$ cat config.mk
export PLATFORM = sky130hd
export DESIGN_NAME = shell_sort_engine_unit
export DESIGN_NICKNAME = d
export VERILOG_FILES = /design/src/rtl/core/sse_pkg.sv /design/src/rtl/core/sse_ctrl.sv /design/src/rtl/core/sse_dpath.sv /design/src/rtl/core/shell_sort_engine_unit.sv
export SDC_FILE = /design/constraint.sdc
export NUM_CORES = 2
export LEC_CHECK = 0
export ABC_CLOCK_PERIOD_IN_PS = 8400
export BUFFER_PORTS_ARGS = -buffer_cell sky130_fd_sc_hd__buf_2
export CAP_MARGIN = 20
export CORE_MARGIN = 1.5
export CORE_UTILIZATION = 40
export DETAILED_ROUTE_END_ITERATION = 16
export GPL_TIMING_DRIVEN = 1
export SETUP_SLACK_MARGIN = 0.2
export SLEW_MARGIN = 20
export SYNTH_ARGS = -nofsm -noshare
export SYNTH_HDL_FRONTEND = slang
export SYNTH_SLANG_ARGS = --single-unit
export TNS_END_PERCENT = 5
$ cat constraint.sdc
create_clock -name i_clk -period 8.4 [get_ports i_clk]
set_clock_uncertainty 0.2 [all_clocks]
set_input_delay 0 -clock i_clk [delete_from_list [all_inputs] [get_ports i_clk]]
set_output_delay 0 -clock i_clk [all_outputs]
set_load 0.02 [all_outputs]
$ cat src/rtl/core/sse_pkg.sv
// Shared types, constants and controller/datapath interface for the shell sort engine.
package sse_pkg;

    // Default sizing handed to the top-level parameters
    localparam int MAX_KEYS_DEF = 64;
    localparam int KEY_BITS_DEF = 32;

    // Fixed width of the key fields on the ports
    localparam int KEY_W = 32;

    typedef struct packed {
        logic [KEY_W-1:0] key_in;
        logic             last_item;
    } t_in;

    typedef struct packed {
        logic [KEY_W-1:0] sorted_key;
        logic             last_out;
        logic             overflow;
    } t_out;

    typedef enum logic [3:0] {
        S_LOAD,
        S_GAP,
        S_PASS,
        S_RDI,
        S_TMP,
        S_CMP,
        S_PUT,
        S_EMIT0,
        S_EMIT1,
        S_OUT
    } t_state;

    // Commands from the controller to the datapath
    typedef struct packed {
        logic load;       // store incoming key, or flag it as dropped
        logic gap_init;   // gap = count / 2
        logic gap_half;   // gap = gap / 2
        logic i_init;     // i = gap
        logic rd_i;       // read entry i, j = i
        logic rd_tmp;     // hold entry i, read entry j - gap
        logic shift;      // move entry j - gap up to j, step j down
        logic place;      // write held key at j, advance i
        logic emit0;      // read entry 0
        logic emit1;      // load first result, read entry 1
        logic emit_hold;  // result waits, keep reading next entry
        logic emit_next;  // result taken, load the next one
        logic done;       // final result taken, clear the batch
    } t_cmd;

    // Status from the datapath to the controller
    typedef struct packed {
        logic gap_zero;   // gap has reached zero
        logic i_done;     // i has passed the last key
        logic greater;    // entry j - gap sorts after the held key
        logic j_more;     // another step down stays in range
        logic emit_last;  // current result is the final key
    } t_stat;

endpackage

$ cat src/rtl/core/sse_ctrl.sv
// Controller state machine: load, gapped insertion passes and result emission.
module sse_ctrl (
    input  logic          i_clk,
    input  logic          i_rst_n,
    input  logic          i_in_valid,
    input  logic          i_last_item,
    input  logic          i_out_stall,
    input  sse_pkg::t_stat i_stat,
    output sse_pkg::t_cmd  o_cmd,
    output logic          o_in_stall,
    output logic          o_out_valid
);
    import sse_pkg::*;

    t_state r_state;
    t_state n_state;

    // State register
    always_ff @(posedge i_clk) begin
        if (!i_rst_n) begin
            r_state <= S_LOAD;
        end else begin
            r_state <= n_state;
        end
    end

    // Next state and commands
    always_comb begin
        n_state     = r_state;
        o_cmd       = '0;
        o_in_stall  = 1'b1;
        o_out_valid = 1'b0;
        unique case (r_state)
            S_LOAD: begin
                o_in_stall = 1'b0;
                if (i_in_valid) begin
                    o_cmd.load = 1'b1;
                    if (i_last_item) begin
                        n_state = S_GAP;
                    end
                end
            end
            S_GAP: begin
                o_cmd.gap_init = 1'b1;
                n_state        = S_PASS;
            end
            S_PASS: begin
                if (i_stat.gap_zero) begin
                    n_state = S_EMIT0;
                end else begin
                    o_cmd.i_init = 1'b1;
                    n_state      = S_RDI;
                end
            end
            S_RDI: begin
                if (i_stat.i_done) begin
                    o_cmd.gap_half = 1'b1;
                    n_state        = S_PASS;
                end else begin
                    o_cmd.rd_i = 1'b1;
                    n_state    = S_TMP;
                end
            end
            S_TMP: begin
                o_cmd.rd_tmp = 1'b1;
                n_state      = S_CMP;
            end
            S_CMP: begin
                if (i_stat.greater) begin
                    o_cmd.shift = 1'b1;
                    if (!i_stat.j_more) begin
                        n_state = S_PUT;
                    end
                end else begin
                    o_cmd.place = 1'b1;
                    n_state     = S_RDI;
                end
            end
            S_PUT: begin
                o_cmd.place = 1'b1;
                n_state     = S_RDI;
            end
            S_EMIT0: begin
                o_cmd.emit0 = 1'b1;
                n_state     = S_EMIT1;
            end
            S_EMIT1: begin
                o_cmd.emit1 = 1'b1;
                n_state     = S_OUT;
            end
            S_OUT: begin
                o_out_valid = 1'b1;
                if (i_out_stall) begin
                    o_cmd.emit_hold = 1'b1;
                end else if (i_stat.emit_last) begin
                    o_cmd.done = 1'b1;
                    n_state    = S_LOAD;
                end else begin
                    o_cmd.emit_next = 1'b1;
                end
            end
            default: begin
                n_state = S_LOAD;
            end
        endcase
    end

endmodule

$ cat src/rtl/core/sse_dpath.sv
// Datapath: key memory, index counters, key comparator and result register.
module sse_dpath #(
    parameter int MAX_KEYS = sse_pkg::MAX_KEYS_DEF,
    parameter int KEY_BITS = sse_pkg::KEY_BITS_DEF
) (
    input  logic                      i_clk,
    input  logic                      i_rst_n,
    input  sse_pkg::t_cmd             i_cmd,
    input  logic [sse_pkg::KEY_W-1:0] i_key,
    input  logic                      i_cfg_valid,
    input  logic                      i_cfg_data,
    output sse_pkg::t_stat            o_stat,
    output sse_pkg::t_out             o_out_data
);
    import sse_pkg::*;

    localparam int CNT_W  = $clog2(MAX_KEYS + 1);
    localparam int ADDR_W = $clog2(MAX_KEYS);
    localparam logic [CNT_W-1:0]    MAX_CNT   = CNT_W'(MAX_KEYS);
    localparam logic [KEY_BITS-1:0] SIGN_MASK = KEY_BITS'(1) << (KEY_BITS - 1);

    logic [KEY_BITS-1:0] r_mem [MAX_KEYS];
    logic [KEY_BITS-1:0] r_rdata;
    logic [KEY_BITS-1:0] r_tmp,     n_tmp;
    logic [KEY_BITS-1:0] r_out_key, n_out_key;
    logic [CNT_W-1:0]    r_count,   n_count;
    logic [CNT_W-1:0]    r_gap,     n_gap;
    logic [CNT_W-1:0]    r_i,       n_i;
    logic [CNT_W-1:0]    r_j,       n_j;
    logic [CNT_W-1:0]    r_k,       n_k;
    logic                r_dropped, n_dropped;
    logic                r_signed,  n_signed;

    logic [CNT_W-1:0]    j_dn;
    logic [CNT_W-1:0]    j_dn2;
    logic [CNT_W-1:0]    k_inc;
    logic [CNT_W-1:0]    k_inc2;
    logic [CNT_W-1:0]    rd_sel;
    logic [ADDR_W-1:0]   rd_addr;
    logic [ADDR_W-1:0]   wr_addr;
    logic [KEY_BITS-1:0] wr_data;
    logic                wr_en;
    logic [KEY_BITS-1:0] flip;
    logic                room;

    assign j_dn   = r_j - r_gap;
    assign j_dn2  = j_dn - r_gap;
    assign k_inc  = r_k + CNT_W'(1);
    assign k_inc2 = r_k + CNT_W'(2);
    assign room   = (r_count < MAX_CNT);

    // Read address select
    always_comb begin
        rd_sel = '0;
        if (i_cmd.rd_i) begin
            rd_sel = r_i;
        end else if (i_cmd.rd_tmp) begin
            rd_sel = j_dn;
        end else if (i_cmd.shift) begin
            rd_sel = j_dn2;
        end else if (i_cmd.emit0) begin
            rd_sel = '0;
        end else if (i_cmd.emit1) begin
            rd_sel = CNT_W'(1);
        end else if (i_cmd.emit_next) begin
            rd_sel = k_inc2;
        end else if (i_cmd.emit_hold) begin
            rd_sel = k_inc;
        end
    end
    assign rd_addr = rd_sel[ADDR_W-1:0];

    // Write port select
    assign wr_en   = (i_cmd.load && room) || i_cmd.shift || i_cmd.place;
    assign wr_addr = i_cmd.load ? r_count[ADDR_W-1:0] : r_j[ADDR_W-1:0];
    assign wr_data = i_cmd.load  ? KEY_BITS'(i_key) :
                     i_cmd.shift ? r_rdata : r_tmp;

    // Key memory, one write and one registered read per cycle
    always_ff @(posedge i_clk) begin
        if (wr_en) begin
            r_mem[wr_addr] <= wr_data;
        end
        r_rdata <= r_mem[rd_addr];
    end

    // Next values of counters and holding registers
    always_comb begin
        n_count   = r_count;
        n_dropped = r_dropped;
        n_gap     = r_gap;
        n_i       = r_i;
        n_j       = r_j;
        n_k       = r_k;
        n_tmp     = r_tmp;
        n_out_key = r_out_key;
        n_signed  = r_signed;
        if (i_cmd.load) begin
            if (room) begin
                n_count = r_count + CNT_W'(1);
            end else begin
                n_dropped = 1'b1;
            end
        end
        if (i_cmd.done) begin
            n_count   = '0;
            n_dropped = 1'b0;
        end
        if (i_cmd.gap_init) begin
            n_gap = r_count >> 1;
        end else if (i_cmd.gap_half) begin
            n_gap = r_gap >> 1;
        end
        if (i_cmd.i_init) begin
            n_i = r_gap;
        end else if (i_cmd.place) begin
            n_i = r_i + CNT_W'(1);
        end
        if (i_cmd.rd_i) begin
            n_j = r_i;
        end else if (i_cmd.shift) begin
            n_j = j_dn;
        end
        if (i_cmd.rd_tmp) begin
            n_tmp = r_rdata;
        end
        if (i_cmd.emit1) begin
            n_k = '0;
        end else if (i_cmd.emit_next) begin
            n_k = k_inc;
        end
        if (i_cmd.emit1 || i_cmd.emit_next) begin
            n_out_key = r_rdata;
        end
        if (i_cfg_valid) begin
            n_signed = i_cfg_data;
        end
    end

    // Control registers
    always_ff @(posedge i_clk) begin
        if (!i_rst_n) begin
            r_count   <= '0;
            r_dropped <= 1'b0;
            r_signed  <= 1'b0;
        end else begin
            r_count   <= n_count;
            r_dropped <= n_dropped;
            r_signed  <= n_signed;
        end
    end

    // Index and payload registers
    always_ff @(posedge i_clk) begin
        r_gap     <= n_gap;
        r_i       <= n_i;
        r_j       <= n_j;
        r_k       <= n_k;
        r_tmp     <= n_tmp;
        r_out_key <= n_out_key;
    end

    // In signed mode, compare with the sign bit flipped for two's complement order
    assign flip = r_signed ? SIGN_MASK : '0;

    assign o_stat.gap_zero  = (r_gap == '0);
    assign o_stat.i_done    = (r_i >= r_count);
    assign o_stat.greater   = ((r_rdata ^ flip) > (r_tmp ^ flip));
    assign o_stat.j_more    = (j_dn >= r_gap);
    assign o_stat.emit_last = (k_inc == r_count);

    assign o_out_data.sorted_key = KEY_W'(r_out_key);
    assign o_out_data.last_out   = o_stat.emit_last;
    assign o_out_data.overflow   = r_dropped;

endmodule

$ cat src/rtl/core/shell_sort_engine_unit.sv
// Top level of the shell sort engine: controller and datapath.
//
//  channel | direction | handshake                 | payload
//  --------+-----------+---------------------------+-------------------------------
//  in      | input     | i_in_valid / o_in_stall   | i_in_data  (key_in, last_item)
//  out     | output    | o_out_valid / i_out_stall | o_out_data (sorted_key,
//          |           |                           |   last_out, overflow)
//  cfg     | input     | i_cfg_valid / o_cfg_ready | i_cfg_data (signed_compare)
//
// Keys load at one per cycle; the item marked last starts the sort.
// Each gapped insertion reads key i, holds it, then compares and moves one key
// per step; passes halve the gap until it reaches zero. All of this goes through
// the single write port and registered read of the key memory, and the sort time
// for a batch of N keys depends on N and on the data.
// Emission primes through the EMIT0 and EMIT1 states, then gives one result per cycle while not stalled.
// No key is taken while a batch sorts or emits. Reset is synchronous, active low.
module shell_sort_engine_unit #(
    parameter int MAX_KEYS = sse_pkg::MAX_KEYS_DEF,
    parameter int KEY_BITS = sse_pkg::KEY_BITS_DEF
) (
    input  logic          i_clk,
    input  logic          i_rst_n,
    input  logic          i_in_valid,
    output logic          o_in_stall,
    input  sse_pkg::t_in  i_in_data,
    output logic          o_out_valid,
    input  logic          i_out_stall,
    output sse_pkg::t_out o_out_data,
    input  logic          i_cfg_valid,
    output logic          o_cfg_ready,
    input  logic          i_cfg_data
);
    import sse_pkg::*;

    t_cmd  cmd;
    t_stat stat;

    // Register writes are taken at any time
    assign o_cfg_ready = 1'b1;

    sse_ctrl u_ctrl (
        .i_clk       (i_clk),
        .i_rst_n     (i_rst_n),
        .i_in_valid  (i_in_valid),
        .i_last_item (i_in_data.last_item),
        .i_out_stall (i_out_stall),
        .i_stat      (stat),
        .o_cmd       (cmd),
        .o_in_stall  (o_in_stall),
        .o_out_valid (o_out_valid)
    );

    sse_dpath #(
        .MAX_KEYS (MAX_KEYS),
        .KEY_BITS (KEY_BITS)
    ) u_dpath (
        .i_clk       (i_clk),
        .i_rst_n     (i_rst_n),
        .i_cmd       (cmd),
        .i_key       (i_in_data.key_in),
        .i_cfg_valid (i_cfg_valid && o_cfg_ready),
        .i_cfg_data  (i_cfg_data),
        .o_stat      (stat),
        .o_out_data  (o_out_data)
    );

endmodule

==> out/qor.yml <==
global_route:
  track_usage_pct: 22.0
  globalRouteOverflowTotal: 0
  antenna_found_initial: 29
  grt_pass1_vias: 44600
  grt_max_degree: 97
  grt_pass1_wl_mm: 338
timing:
  fmax_mhz: 155
  maxSlewHeadroom_pct: 20.2
  final.min_clock_period_ns: 6.46
  rsz0062_at_grt: "false"
  tns_ns: 0
  finalHoldViolCount: 0
  final-setup-viol-count: 0
  slew_viol_final: 0
  finalCritPeriodShare_pct: 76.9
  worstMarginPinSlew_ns: 1.19
clock_tree:
  ctsResizeCount: 0
  clk_latency_ns: 0.86
  tritoncts: "built"
  cts_buffers: 215
  cts_setup_buffers: 0
  cts.path.max_buffers: 3
  clk_pin_slew_ns: 0.06
  clkSinkCount: 2184
  root_buffer: "clkbuf_16"
  h-tree-depth: 4
power:
  combPwrFrac_pct: 12.6
  sw_frac_of_total_pct: 25.8
  pwr-share-clk_pct: 36.9
  peakVddDrop_mv: 0.291
  seqPwrFrac_pct: 50.4
  p_leak_nw: 32.7
  cell_internal_pwr_mw: 19.3
  powerDensity_nw_per_um2: 266
  switchingPower_mw: 6.72
synth:
  mappedNetlistNets: 4607
  syn_inst: 4512
  syn_area_um2: 85100
  synth_area_leaders: "edfxtp_1 75%, mux4_2 9.1%, mux2i_1 3.2%"
  synth_top_area_cell: "edfxtp_1"
  yosysWarnings: 0
  synth_top_area_share_pct: 75.2
  ys_types: 67
  ys_seq_elements: 2184
  syn_area_per_cell_um2: 18.9
  synth-seq-area-share_pct: 76.4
  synth_flop_cell: "edfxtp_1"
  synth-async-reset-ratio_pct: 0
  synth_edf_count: 2132
floorplan:
  die_w_um: 464
  core_area_um2: 212000
  ios: 76
  fp.dieH_um: 464
  num_rows: 169
  die-area_um2: 216000
  initial_core_util_pct: 40.2
setup_path:
  crit_type: "flop to flop"
  crit_chain: "ha_1 -> nor2b_1 -> o211ai_1 -> a2111oi_0 -> o41ai_1 -> buf_4 -> o2bb2ai_4 -> a221oi_4 -> buf_12 -> mux4_2 -> a22o_1 -> nor4b_1 -> a21oi_1 -> a211o_1"
  cp_max_fo: 84
  slowest_stage: "a221oi_4"
  worst_r2r_path_depth: 14
  cp.depth: 14
  cp.required_ns: 8.86
  worstPathArrival_ns: 6.92
  crit_family: "compound AO/OA/AOI/OAI gates"
  cp_num_buf_inv: 2
  end_kind: "flop"
  start_kind: "flop"
  crit_path_max_incr_delay_ns: 0.78
placed_design:
  hpwl_mm: 136
  io_buffers: 74
  dpl_cell_area_um2: 90500
  globalplace.congestion: 0.895
hold_path:
  hold_class: "input port to flop"
  min_path_cells: 4
route:
  remaining_drc_errors: 0
  drt_wl_total_mm: 241
  ant_nets: 0
  dr.pass1.iters: 6
  drt-wirelength-per-cell_um: 30.8
  drt_first_iter_violations: 5951
  num_vias: 45800
  vias_per_cell: 5.87
final_layout:
  area_delta_synth_final_pct: 15.2
  finalNetCount: 4880
  fin_util_pct: 46.3
  drive_gt1_share_pct: 20.9
  seqCellArea_um2: 65100
  stdcell_area_um2: 98100
  multi_input_area_um2: 19600
  fill_cells: 17800
status:
  status: "finished clean"
run:
  cap_violations: 0
[worst min-delay path: stages]
cell           delay, ns
dlygate4sd3_1       0.52
buf_2               0.09
nand2_1             0.08
o21ai_4             0.25
[registers in the layout, summed over array words and instances (netlist names)]
| name | count |
|---|---|
| u_ctrl.r_state | 4 |
| u_dpath.r_mem | 2048 |
| u_dpath.r_k | 7 |
| u_dpath.r_i | 7 |
| u_dpath.r_count | 7 |
| u_dpath.r_tmp | 32 |
| u_dpath.r_j | 7 |
| u_dpath.r_signed | 1 |
| u_dpath.r_out_key | 32 |
| u_dpath.r_dropped | 1 |
| u_dpath.r_gap | 6 |
| u_dpath.r_rdata | 32 |
[cell type report]
cell class	instances	area share, %
sequential	2184	66.4
multi-input combinational	2022	20.0
clock buffer	293	6.04
tap	2821	3.60
timing repair buffer	303	2.54
clock inverter	110	1.17
inverter	59	0.226
antenna	17	0.0434
[power by group through the flow]
stage / registers [mW] / logic, mW / clock network (mW)
after floorplan: 13.4 / 1.76 / 0
after global placement: 13.4 / 3.17 / 0
after detailed placement: 13.4 / 3.25 / 0
after CTS: 13.1 / 3.28 / 9.74
after global routing: 13.2 / 3.51 / 10.2
final: 13.1 / 3.29 / 9.63
[cells in the final DEF, fill, tap and decap left out, drive strengths merged, types with 27 or more instances in the layout]
cell type / netlist / layout
nor2: 156 / 156
buf: 163 / 257
edfxtp: 2132 / 2132
ha: 54 / 54
dlygate4sd3: 0 / 46
nand3: 73 / 73
mux4: 343 / 343
dfxtp: 52 / 52
a21oi: 275 / 275
nand2: 252 / 252
clkinv: 0 / 81
mux2i: 270 / 270
o22ai: 108 / 108
clkbuf: 84 / 293
o21ai: 61 / 61
a211oi: 27 / 27
a22oi: 107 / 107
inv: 59 / 67
[synthesized netlist by cell type, types with 6 or more instances]
cell type	count
a211o_1	6
a211oi_1	27
a21o_1	10
a21oi_1	275
a22o_1	15
a22oi_1	107
a311oi_1	6
a31oi_1	17
and2_1	13
buf_1	18
buf_2	114
buf_4	20
buf_6	11
clkbuf_1	84
dfxtp_1	52
edfxtp_1	2132
ha_1	54
inv_1	59
mux2i_1	270
mux4_2	343
nand2_1	252
nand2b_1	15
nand3_1	73
nand3b_1	11
nand4_1	13
nor2_1	156
nor2b_1	8
nor3_1	20
nor4_1	9
o211ai_1	7
o21a_1	6
o21ai_0	59
o221ai_1	7
o22a_1	8
o22ai_1	108
o31ai_1	6
or4_1	24
xnor2_1	22
xor2_1	10
[what timing repair did]
action,in CTS,in global routing
endpoints found under the setup margin,0,0
hold endpoints to repair,2098,0
hold buffers,46,0
[per-layer routing]
metal / global-route usage (%) / routed length [um] / vias up
li1: - / - / 18900
met1: 31.0 / 98600 / 24300
met3: 4.93 / 24100 / 321
met2: 34.2 / 111000 / 2270
met5: 0 / 80 / -
met4: 6.51 / 6630 / 12
[cells by family after synthesis]
kind of cell / after synthesis / synth area share (%)
buffers and inverters: 306 / 1.70
AOI/OAI and AO/OA: 702 / 5.16
other: 1 / 0.00440
and+or+nand+nor: 615 / 3.26
DFF: 2184 / 76.4
muxes: 616 / 12.3
adders and majority gates: 56 / 0.841
xor gates and xnor gates: 32 / 0.329
[worst paths after layout]
path / startpoint / slack (ns) / endpoint
worst max-delay path: u_dpath.r_rdata[1]$_DFF_P_ / 1.94 / u_dpath.r_rdata[22]$_DFF_P_
worst min-delay path: i_in_data[21] / 0.10 / u_dpath.r_mem[52][20]$_DFFE_PP_
worst max register to register: u_dpath.r_rdata[1]$_DFF_P_ / 1.94 / u_dpath.r_rdata[22]$_DFF_P_
worst min register to register: u_dpath.r_rdata[29]$_DFF_P_ / 0.29 / u_dpath.r_tmp[29]$_DFFE_PP_
[through the flow]
stage | setup WS (ns) | std cells | hold WS (ns) | power [mW]
detailed placement | 2.13 | 7343 | 0.0685 | 16.6
finish | 1.94 | 7809 | 0.102 | 26.1
global route | 1.78 | 7804 | 0.0766 | 26.8
floorplan | 2.34 | 4512 | -0.0825 | 15.1
CTS | 2.10 | 7792 | 0.0420 | 26.2
global placement | 1.85 | 7341 | 0.0676 | 16.5
(Power assumes the default switching activity.)
